### src/isr64_pkg.sv
`timescale 1ns / 1ps
// Shared constants, state encoding and control types for the 64-bit integer square root.
package isr64_pkg;

    localparam int RAD_W   = 64;
    localparam int ROOT_W  = 32;
    // The shifted remainder needs two bits more than the stored one, which needs ROOT_W + 1.
    localparam int CHAIN_W = ROOT_W + 3;
    localparam int CNT_W   = $clog2(ROOT_W);

    localparam logic [CNT_W-1:0] LAST_STEP = CNT_W'(ROOT_W - 1);

    typedef enum logic [1:0] {
        ST_IDLE,
        ST_RUN,
        ST_DONE
    } state_t;

    typedef struct packed {
        logic load;
        logic step;
    } cell_ctrl_t;

endpackage

### src/integer_square_root_64_core.sv
`timescale 1ns / 1ps
// Top level of the 64-bit floor square root: handshake, step sequencer and result register.
//
//   Channel  Handshake             Payload
//   -------  --------------------  -------------------------------
//   input    in_valid / in_ready   radicand [63:0], unsigned
//   output   out_valid / out_ready root [31:0], unsigned, floor root
//
// An accepted item loads the 35-cell row, which then runs 32 steps, one root bit per
// step, each step one ripple subtract across the row. From the done state the root moves
// into the output register once that register is free, and the next item can be taken at
// that same edge, so a new item is never taken while one is still running.
// A stalled output holds the finished root in the cell row and keeps in_ready low until
// the output register frees up. Reset clears the sequencer and the output valid flag.
module integer_square_root_64_core
    import isr64_pkg::*;
(
    input  logic              clk,
    input  logic              rst_n,
    input  logic              in_valid,
    output logic              in_ready,
    input  logic [RAD_W-1:0]  radicand,
    output logic              out_valid,
    input  logic              out_ready,
    output logic [ROOT_W-1:0] root
);

    state_t            state_reg;
    state_t            state_next;
    logic [CNT_W-1:0]  cnt_reg;
    logic [CNT_W-1:0]  cnt_next;
    logic [RAD_W-1:0]  rad_reg;
    logic [RAD_W-1:0]  rad_next;
    logic              out_valid_reg;
    logic              out_valid_next;
    logic [ROOT_W-1:0] root_reg;
    logic [ROOT_W-1:0] root_next;

    cell_ctrl_t        ctrl;
    logic              capture;
    logic              in_fire;
    logic              out_free;
    logic [ROOT_W-1:0] chain_root;

    assign out_free = ~out_valid_reg | out_ready;
    assign in_fire  = in_valid & in_ready;

    // Next state.
    always_comb
    begin
        state_next = state_reg;
        case (state_reg)
            ST_IDLE:
            begin
                if (in_valid)
                begin
                    state_next = ST_RUN;
                end
            end
            ST_RUN:
            begin
                if (cnt_reg == LAST_STEP)
                begin
                    state_next = ST_DONE;
                end
            end
            ST_DONE:
            begin
                if (out_free)
                begin
                    state_next = in_valid ? ST_RUN : ST_IDLE;
                end
            end
            default:
            begin
                state_next = ST_IDLE;
            end
        endcase
    end

    // Sequencer outputs. The cells load on every accepted item and step while running.
    always_comb
    begin
        in_ready  = 1'b0;
        capture   = 1'b0;
        ctrl.step = 1'b0;
        case (state_reg)
            ST_IDLE:
            begin
                in_ready = 1'b1;
            end
            ST_RUN:
            begin
                ctrl.step = 1'b1;
            end
            ST_DONE:
            begin
                in_ready = out_free;
                capture  = out_free;
            end
            default:
            begin
                in_ready = 1'b0;
            end
        endcase
        ctrl.load = in_fire;
    end

    // Step counter and radicand shift register; the top pair of bits feeds the cell row.
    always_comb
    begin
        cnt_next = cnt_reg;
        rad_next = rad_reg;
        if (in_fire)
        begin
            cnt_next = '0;
            rad_next = radicand;
        end
        else if (ctrl.step)
        begin
            cnt_next = cnt_reg + 1'b1;
            rad_next = {rad_reg[RAD_W-3:0], 2'b00};
        end
    end

    // Output register: it takes the finished root whenever it is empty or being drained.
    always_comb
    begin
        root_next      = root_reg;
        out_valid_next = out_valid_reg;
        if (capture)
        begin
            root_next      = chain_root;
            out_valid_next = 1'b1;
        end
        else if (out_ready)
        begin
            out_valid_next = 1'b0;
        end
    end

    always_ff @(posedge clk or negedge rst_n)
    begin
        if (!rst_n)
        begin
            state_reg     <= ST_IDLE;
            cnt_reg       <= '0;
            out_valid_reg <= 1'b0;
        end
        else
        begin
            state_reg     <= state_next;
            cnt_reg       <= cnt_next;
            out_valid_reg <= out_valid_next;
        end
    end

    always_ff @(posedge clk)
    begin
        rad_reg  <= rad_next;
        root_reg <= root_next;
    end

    isr64_chain u_chain (
        .clk   (clk),
        .rst_n (rst_n),
        .ctrl  (ctrl),
        .pair  (rad_reg[RAD_W-1:RAD_W-2]),
        .root  (chain_root)
    );

    assign out_valid = out_valid_reg;
    assign root      = root_reg;

endmodule

### src/isr64_cell.sv
`timescale 1ns / 1ps
// One bit slice of the square root datapath: a remainder bit, a root bit and a borrow stage.
module isr64_cell
    import isr64_pkg::*;
(
    input  logic       clk,
    input  logic       rst_n,
    input  cell_ctrl_t ctrl,
    input  logic       take,
    input  logic       shift_bit,
    input  logic       trial_bit,
    input  logic       borrow_in,
    input  logic       root_in,
    output logic       rem_bit,
    output logic       root_bit,
    output logic       borrow_out
);

    logic rem_reg;
    logic rem_next;
    logic root_reg;
    logic root_next;
    logic diff;

    // One position of the ripple subtract of the trial value from the shifted remainder.
    assign diff       = shift_bit ^ trial_bit ^ borrow_in;
    assign borrow_out = (~shift_bit & trial_bit) | (~(shift_bit ^ trial_bit) & borrow_in);

    always_comb
    begin
        rem_next  = rem_reg;
        root_next = root_reg;
        if (ctrl.load)
        begin
            rem_next  = 1'b0;
            root_next = 1'b0;
        end
        else if (ctrl.step)
        begin
            rem_next  = take ? diff : shift_bit;
            root_next = root_in;
        end
    end

    always_ff @(posedge clk or negedge rst_n)
    begin
        if (!rst_n)
        begin
            rem_reg  <= 1'b0;
            root_reg <= 1'b0;
        end
        else
        begin
            rem_reg  <= rem_next;
            root_reg <= root_next;
        end
    end

    assign rem_bit  = rem_reg;
    assign root_bit = root_reg;

endmodule

### src/isr64_chain.sv
`timescale 1ns / 1ps
// Row of bit-slice cells that settles one root bit per step.
module isr64_chain
    import isr64_pkg::*;
(
    input  logic              clk,
    input  logic              rst_n,
    input  cell_ctrl_t        ctrl,
    input  logic [1:0]        pair,
    output logic [ROOT_W-1:0] root
);

    logic [CHAIN_W-1:0] rem_w;
    logic [CHAIN_W-1:0] root_w;
    logic [CHAIN_W-1:0] shift_w;
    logic [CHAIN_W-1:0] trial_w;
    logic [CHAIN_W-1:0] root_in_w;
    logic [CHAIN_W:0]   borrow_w;
    logic               take;

    assign borrow_w[0] = 1'b0;
    // No borrow out of the top means the shifted remainder is at least the trial value.
    assign take = ~borrow_w[CHAIN_W];

    genvar j;
    generate
        for (j = 0; j < CHAIN_W; j++)
        begin : g_cell
            if (j < 2)
            begin : g_low
                assign shift_w[j] = pair[j];
                assign trial_w[j] = (j == 0) ? 1'b1 : 1'b0;
            end
            else
            begin : g_high
                assign shift_w[j] = rem_w[j-2];
                assign trial_w[j] = root_w[j-2];
            end

            if (j == 0)
            begin : g_first
                assign root_in_w[j] = take;
            end
            else
            begin : g_rest
                assign root_in_w[j] = root_w[j-1];
            end

            isr64_cell u_cell (
                .clk        (clk),
                .rst_n      (rst_n),
                .ctrl       (ctrl),
                .take       (take),
                .shift_bit  (shift_w[j]),
                .trial_bit  (trial_w[j]),
                .borrow_in  (borrow_w[j]),
                .root_in    (root_in_w[j]),
                .rem_bit    (rem_w[j]),
                .root_bit   (root_w[j]),
                .borrow_out (borrow_w[j+1])
            );
        end
    endgenerate

    assign root = root_w[ROOT_W-1:0];

endmodule

### config.mk
export PLATFORM = sky130hd
export DESIGN_NAME = integer_square_root_64_core
export DESIGN_NICKNAME = d
export VERILOG_FILES = /design/src/isr64_pkg.sv /design/src/integer_square_root_64_core.sv /design/src/isr64_cell.sv /design/src/isr64_chain.sv
export SDC_FILE = /design/constraint.sdc
export NUM_CORES = 1
export LEC_CHECK = 0
export BUFFER_PORTS_ARGS = -buffer_cell sky130_fd_sc_hd__buf_2
export CAP_MARGIN = 10
export CORE_UTILIZATION = 47
export CTS_CLUSTER_DIAMETER = 150
export DETAILED_ROUTE_END_ITERATION = 7
export GPL_ROUTABILITY_DRIVEN = 0
export PLACE_DENSITY_LB_ADDON = 0.15
export SLEW_MARGIN = 25
export SYNTH_ARGS = -nofsm -noshare
export SYNTH_HDL_FRONTEND = slang
export SYNTH_SLANG_ARGS = --single-unit
export TNS_END_PERCENT = 50
### constraint.sdc
create_clock -name clk -period 12.9 [get_ports clk]
set_input_delay 1.935 -clock clk [delete_from_list [all_inputs] [get_ports clk]]
set_output_delay 1.935 -clock clk [all_outputs]
set_load 0.02 [all_outputs]
# Yosys cells after proc, flatten, opt, wreduce, memory -nomap -nowiden
# Cells that the tools add are included.
[totals]
register_bits = 170
inputBits = 68
out_inout_bits = 34
word_cells = 498
[classes]
n_bitwise = 237
n_reduce_logical = 4
n_addsub = 1
eq_ne = 6
muxes = 179
[op_table]
columns = ["op", "count"]
rows = [
  ["2-to-1 mux 1 bit", 170],
  ["2-to-1 mux 64 bit", 2],
  ["inverter 1 bit", 70],
  ["AND 1 bit", 68],
  ["XOR 1 bit", 65],
  ["bitwise OR 1 bit", 34],
  ["2-to-1 mux 5 bit", 2],
  ["2-to-1 mux 2 bit", 3],
  ["!= test 2 bit (second input constant)", 3],
  ["case mux 2 bit (3 select lines)", 1],
  ["adder 5 x 1 -> 5 bit (second input constant)", 1],
  ["== test 5 bit (second input constant)", 1],
  ["nonzero test 2 bit", 2],
  ["AND reduction 3 bit", 1],
  ["== test 2 x 1 -> 1 bit (second input constant)", 1],
  ["== test 2 bit (second input constant)", 1],
  ["zero test 2 bit", 1],
  ["case mux 1 bit (2 select lines)", 1],
]

# Depth between registers and ports, before layout
[depth]
word_depth = 71
depth_mapped = 38
depth_no_buf = 36

# Hierarchy
# From an unflattened synthesis, not the netlist that was laid out.
[hier_totals]
hier_cells = 610
area_unflattened_um2 = 8531.9
[modules_own_cells]
columns = ["mod", "area_per_inst_um2", "cells_each", "seq_area_each_um2", "n_inst"]
rows = [
  ["integer_square_root_64_core", 4239.1, 209, 3083.0, 1],
  ["isr64_cell at u_chain.g_cell[24].u_cell ...", 112.6, 10, 50.0, 19],
  ["isr64_cell at u_chain.g_cell[0].u_cell ...", 118.9, 11, 50.0, 16],
  ["isr64_chain", 251.5, 35, 0.0, 1],
]

# Worst setup path after synthesis
# Ideal clock, no wire load.
[synth_path]
kind = "register to register"
start = "register rad_reg[63]"
end = "register u_chain.g_cell[0].u_cell.rem_reg"
stages_incl_launch_ff = 38
required_ns = 12.784
arrival_ns = 14.084
slack_ns = -1.300
setup_ns = 0.116
synth_period_minus_slack_ns = 14.200
path_buffers = 1
cell_sequence = "edfxtp_1 -> inv_1 -> ha_1 -> fa_1 -> fa_1 -> fa_1 -> fa_1 -> fa_1 -> fa_1 -> fa_1 -> fa_1 -> fa_1 -> fa_1 -> fa_1 -> fa_1 -> fa_1 -> fa_1 -> fa_1 -> [... 2 more ...] -> fa_1 -> fa_1 -> fa_1 -> fa_1 -> fa_1 -> fa_1 -> fa_1 -> fa_1 -> fa_1 -> fa_1 -> fa_1 -> fa_1 -> fa_1 -> fa_1 -> and3_1 -> clkbuf_1 -> or4_1 -> o311ai_0"
[synth_between]
elab_chain_cells = 71
[synth_rtl]
columns = ["item", "line", "rtl"]
rows = [
  ["start, declared", "integer_square_root_64_core.sv:32", "logic [RAD_W-1:0] rad_reg;"],
  ["start signal, assigned", "integer_square_root_64_core.sv:160", "rad_reg <= rad_next;"],
  ["inverter 1 bit", "isr64_cell.sv:27", "assign borrow_out = (~shift_bit & trial_bit) | (~(shift_bit ^ trial_bit) & borrow_in);"],
  ["AND 1 bit (2 in a row)", "isr64_cell.sv:27", ""],
  ["bitwise OR 1 bit", "isr64_cell.sv:27", ""],
  ["AND 1 bit", "isr64_cell.sv:27", ""],
  ["bitwise OR 1 bit", "isr64_cell.sv:27", ""],
  ["AND 1 bit", "isr64_cell.sv:27", ""],
  ["bitwise OR 1 bit", "isr64_cell.sv:27", ""],
  ["AND 1 bit", "isr64_cell.sv:27", ""],
  ["[... 54 more ...]", "-", ""],
  ["bitwise OR 1 bit", "isr64_cell.sv:27", ""],
  ["AND 1 bit", "isr64_cell.sv:27", ""],
  ["bitwise OR 1 bit", "isr64_cell.sv:27", ""],
  ["AND 1 bit", "isr64_cell.sv:27", ""],
  ["bitwise OR 1 bit", "isr64_cell.sv:27", ""],
  ["2-to-1 mux 1 bit", "isr64_cell.sv:40", "rem_next = take ? diff : shift_bit;"],
  ["2-to-1 mux 1 bit", "isr64_cell.sv:38", "else if (ctrl.step)"],
  ["2-to-1 mux 1 bit", "isr64_cell.sv:33", "if (ctrl.load)"],
  ["end signal, assigned", "isr64_cell.sv:54", "rem_reg <= rem_next;"],
  ["end, declared", "isr64_cell.sv:19", "logic rem_reg;"],
]
# Every way passes these cells. The select of a mux whose other input is x is not followed.
# A chain may end at the register's enable or synchronous reset.

# Worst setup path after layout
[layout_path]
start = "register rad_reg[63]"
end = "register u_chain.g_cell[27].u_cell.rem_reg"
[layout_between]
elab_chain_cells = 71
word_cells_on_any_way = 72
cone_classes = "3 x mux; 69 x bitwise"
[layout_rtl]
columns = ["item", "line"]
rows = [
  ["inverter 1 bit (*)", "isr64_cell.sv:27"],
  ["AND 1 bit (*) (2 in a row)", "isr64_cell.sv:27"],
  ["bitwise OR 1 bit (*)", "isr64_cell.sv:27"],
  ["AND 1 bit (*)", "isr64_cell.sv:27"],
  ["bitwise OR 1 bit (*)", "isr64_cell.sv:27"],
  ["AND 1 bit (*)", "isr64_cell.sv:27"],
  ["bitwise OR 1 bit (*)", "isr64_cell.sv:27"],
  ["AND 1 bit (*)", "isr64_cell.sv:27"],
  ["[... 54 more ...]", "-"],
  ["bitwise OR 1 bit", "isr64_cell.sv:27"],
  ["AND 1 bit", "isr64_cell.sv:27"],
  ["bitwise OR 1 bit", "isr64_cell.sv:27"],
  ["AND 1 bit", "isr64_cell.sv:27"],
  ["bitwise OR 1 bit", "isr64_cell.sv:27"],
  ["2-to-1 mux 1 bit (*)", "isr64_cell.sv:40"],
  ["2-to-1 mux 1 bit (*)", "isr64_cell.sv:38"],
  ["2-to-1 mux 1 bit (*)", "isr64_cell.sv:33"],
  ["end signal, assigned", "isr64_cell.sv:54"],
  ["end, declared", "isr64_cell.sv:19"],
]
# Every way passes the cells marked *; elsewhere a longest branch is shown, timed or not. The select of a mux whose other input is x is not followed.

==> results.toml <==
[outcome]
outcome = "finished with violations"
violations = "setup timing"

[timing]
fin_worst_skew_ns = 0.0113
max_freq_ghz = 0.0766
grt_setup_unrepaired = "true"
final.setup.worst_slack_ns = -0.159
hold_violations = 0
holdWs_ns = 0.512
relSlewSlack_pct = 30.7
period_needed_ns = 13.06
final_max_slew_viol_count = 0
finalSetupViolations = 33
worst_pin_slew_ns = 1.04
period_share_pct = 101

[drt]
drtIter0Drc = 414
avgViaCountPerCell = 5.42
wirelength_um = 16000
vias = 4929
wl_per_cell_um = 17.6
drc = 0
antenna_left = 0
firstDrtPassIters = 4

[power_and_ir_drop]
power.leakage_nw = 3.77
vdd_drop_max_mv = 0.135
finalPower_mw = 2.65
powerDensity_nw_per_um2 = 281

[yosys]
syn_inst = 583
avgSynthCellArea_um2 = 13.6
yosys_warnings = 0
synth_area_leaders = "edfxtp_1, dfrtp_1, mux2_2"
syn_nets = 687
yosysTopAreaCellShare_pct = 36.5
synth_top_area_cell = "edfxtp_1"
synth_cell_types = 33
synth-compound-area-share_pct = 9.67
synth-seq-cells = 170
syn_area_um2 = 7910
yosys.area_share.simple_pct = 7.77
async_flop_share_pct = 43.5
synthFlopType = "edfxtp_1"
synth_top_family_by_area = "compound AO/OA/AOI/OAI gates"
synth_edf_count = 96
synth_fa_ha_area_share_pct = 8.64
synth_xor_area_share_pct = 0.111
synthMuxAreaShare_pct = 8.83
yosysSeqAreaShare_pct = 59.9

[clock_network]
cts_tree = "yes"
cts_num_sinks = 170
clk_pin_slew_ns = 0.07
h-tree-depth = 4
clock_latency_ns = 0.43
numCtsBuffers = 17
clock-root-buffer = "clkbuf_16"
clockBufferDepth = 2
postCtsHoldBufs = 0

[floorplan]
die_area_um2 = 17300
rows = 47
die_w_um = 132
io_pins = 102
start_util_pct = 47.9
die_h_um = 132
core_um2 = 16500

[setup_path]
cp_top_family = "adder cells"
reg2reg_depth = 37
path_buf_inv = 2
crit_required_ns = 13.21
regToRegSetupSlack_ns = -0.16
cp_num_cells = 37
critPathMaxStageDelay_ns = 0.48
cp_data_arrival_time_ns = 13.37
start_kind = "flip-flop"
path_common_cell = "fa_2"
critPathKind = "reg -> reg"
crit_path_max_fanout = 16
end_kind = "flip-flop"
slowest_stage = "or4_1"

[global_routing]
first_global_vias = 4918
track_usage_pct = 19.0
overflow = 0
grt_pass1_wl_um = 26000
antenna_found_initial = 0
grt_start_max_net_pins = 90

[final_layout]
drive_above_1_share_pct = 39.0
area_growth_pct = 19.3
final_nets = 781
stdcell_area_um2 = 9430
largest_register_ffs = 64
n_antenna_cell = 0
finish.utilization_pct = 57.1

[run]
maxCapViolCount = 0

[place]
placed_area_um2 = 8660
port_buffers = 101
dp_hpwl_um = 9200

[min_path]
hp-class = "reg -> reg"
hold_depth = 0
timing repair:
| item | in CTS | in global routing |
|---|---|---|
| pin swaps | 13 | 14 |
| cloned | 2 | 1 |
| resized for setup | 13 | 27 |
| setup buffers | 1 | 3 |
| endpoints found under the setup margin | 34 | 34 |
| endpoints found under the hold margin | 0 | 0 |
final timing paths:
kind | startpoint | to
setup / recovery | rad_reg[63] | u_chain.g_cell[27].u_cell.rem_bit
hold / removal | u_chain.g_cell[31].u_cell.root_bit | root[31]
setup reg to reg | rad_reg[63] | u_chain.g_cell[27].u_cell.rem_bit
hold reg to reg | u_chain.g_cell[31].u_cell.root_bit | root[31]
max in group asynchronous | rst_n | u_chain.g_cell[3].u_cell.root_bit
min in group asynchronous | rst_n | u_chain.g_cell[31].u_cell.rem_bit
layout make-up:
cell class / count / area [µm²]
Multi-Input combinational cell: 327 / 2980
Clock inverter: 12 / 80.1
Clock buffer: 19 / 433
Sequential cell: 170 / 4730
Fill cell: 1350 / 7090
Inverter: 38 / 143
Tap cell: 220 / 275
Timing Repair Buffer: 123 / 785
synth_stat cells, types with 16 or more instances:
master / number
or4_1: 33
edfxtp_1: 96
o311ai_1: 17
clkbuf_1: 23
dfrtp_1: 74
mux2_2: 62
fa_1: 31
inv_1: 38
o211ai_1: 33
nand2_1: 71
o311ai_0: 16
a21oi_1: 25
power by group:
| part | internal [mW] | switching, mW | total (mW) |
|---|---|---|---|
| Sequential | 0.876 | 0.132 | 1.01 |
| Combinational | 0.617 | 0.575 | 1.19 |
| Clock | 0.243 | 0.208 | 0.451 |
cell families (layout without fill, tap and decap cells):
group / Yosys count / in the layout
AO/OA/AOI/OAI: 109 / 109
XOR/XNOR: 1 / 1
adder cells (fa/ha/maj): 36 / 36
buffers and inverters: 86 / 192
flip-flops: 170 / 170
multiplexers: 62 / 62
AND/OR/NAND/NOR: 119 / 119
placed cells by master (no fill, tap or decap), types with 11 or more instances in the layout:
master | Yosys | routed
a21oi_1 | 25 | 24
buf_2 | 11 | 101
buf_4 | 10 | 15
clkbuf_16 | 0 | 18
dfrtp_1 | 74 | 74
edfxtp_1 | 96 | 96
fa_2 | 0 | 31
inv_1 | 38 | 38
mux2_2 | 62 | 62
nand2_1 | 71 | 71
o211ai_1 | 33 | 33
o21ai_0 | 14 | 14
o311ai_1 | 17 | 23
or4_1 | 33 | 22
or4_4 | 0 | 11
metrics by stage:
stage                     setup slack [ns]  std cells  setup TNS (ns)
after CTS                           -0.285        904           -8.63
after detailed placement            -0.504        870          -15.13
final                               -0.159        909           -4.27
after global routing                -0.511        909          -16.22
after global placement              -0.313        869           -9.29
after floorplan                     0.0310        583               0
per-layer routing:
layer,GRT usage [%],part of all wire [%],up-vias,routed length [µm]
li1,-,-,2339,-
met5,0,0,-,0
met2,28.1,47,115,7500
met1,28.1,48,2463,7670
met3,3.55,3.9,12,618
met4,7.11,1.1,0,177
Power figures use the tool's default switching activity.
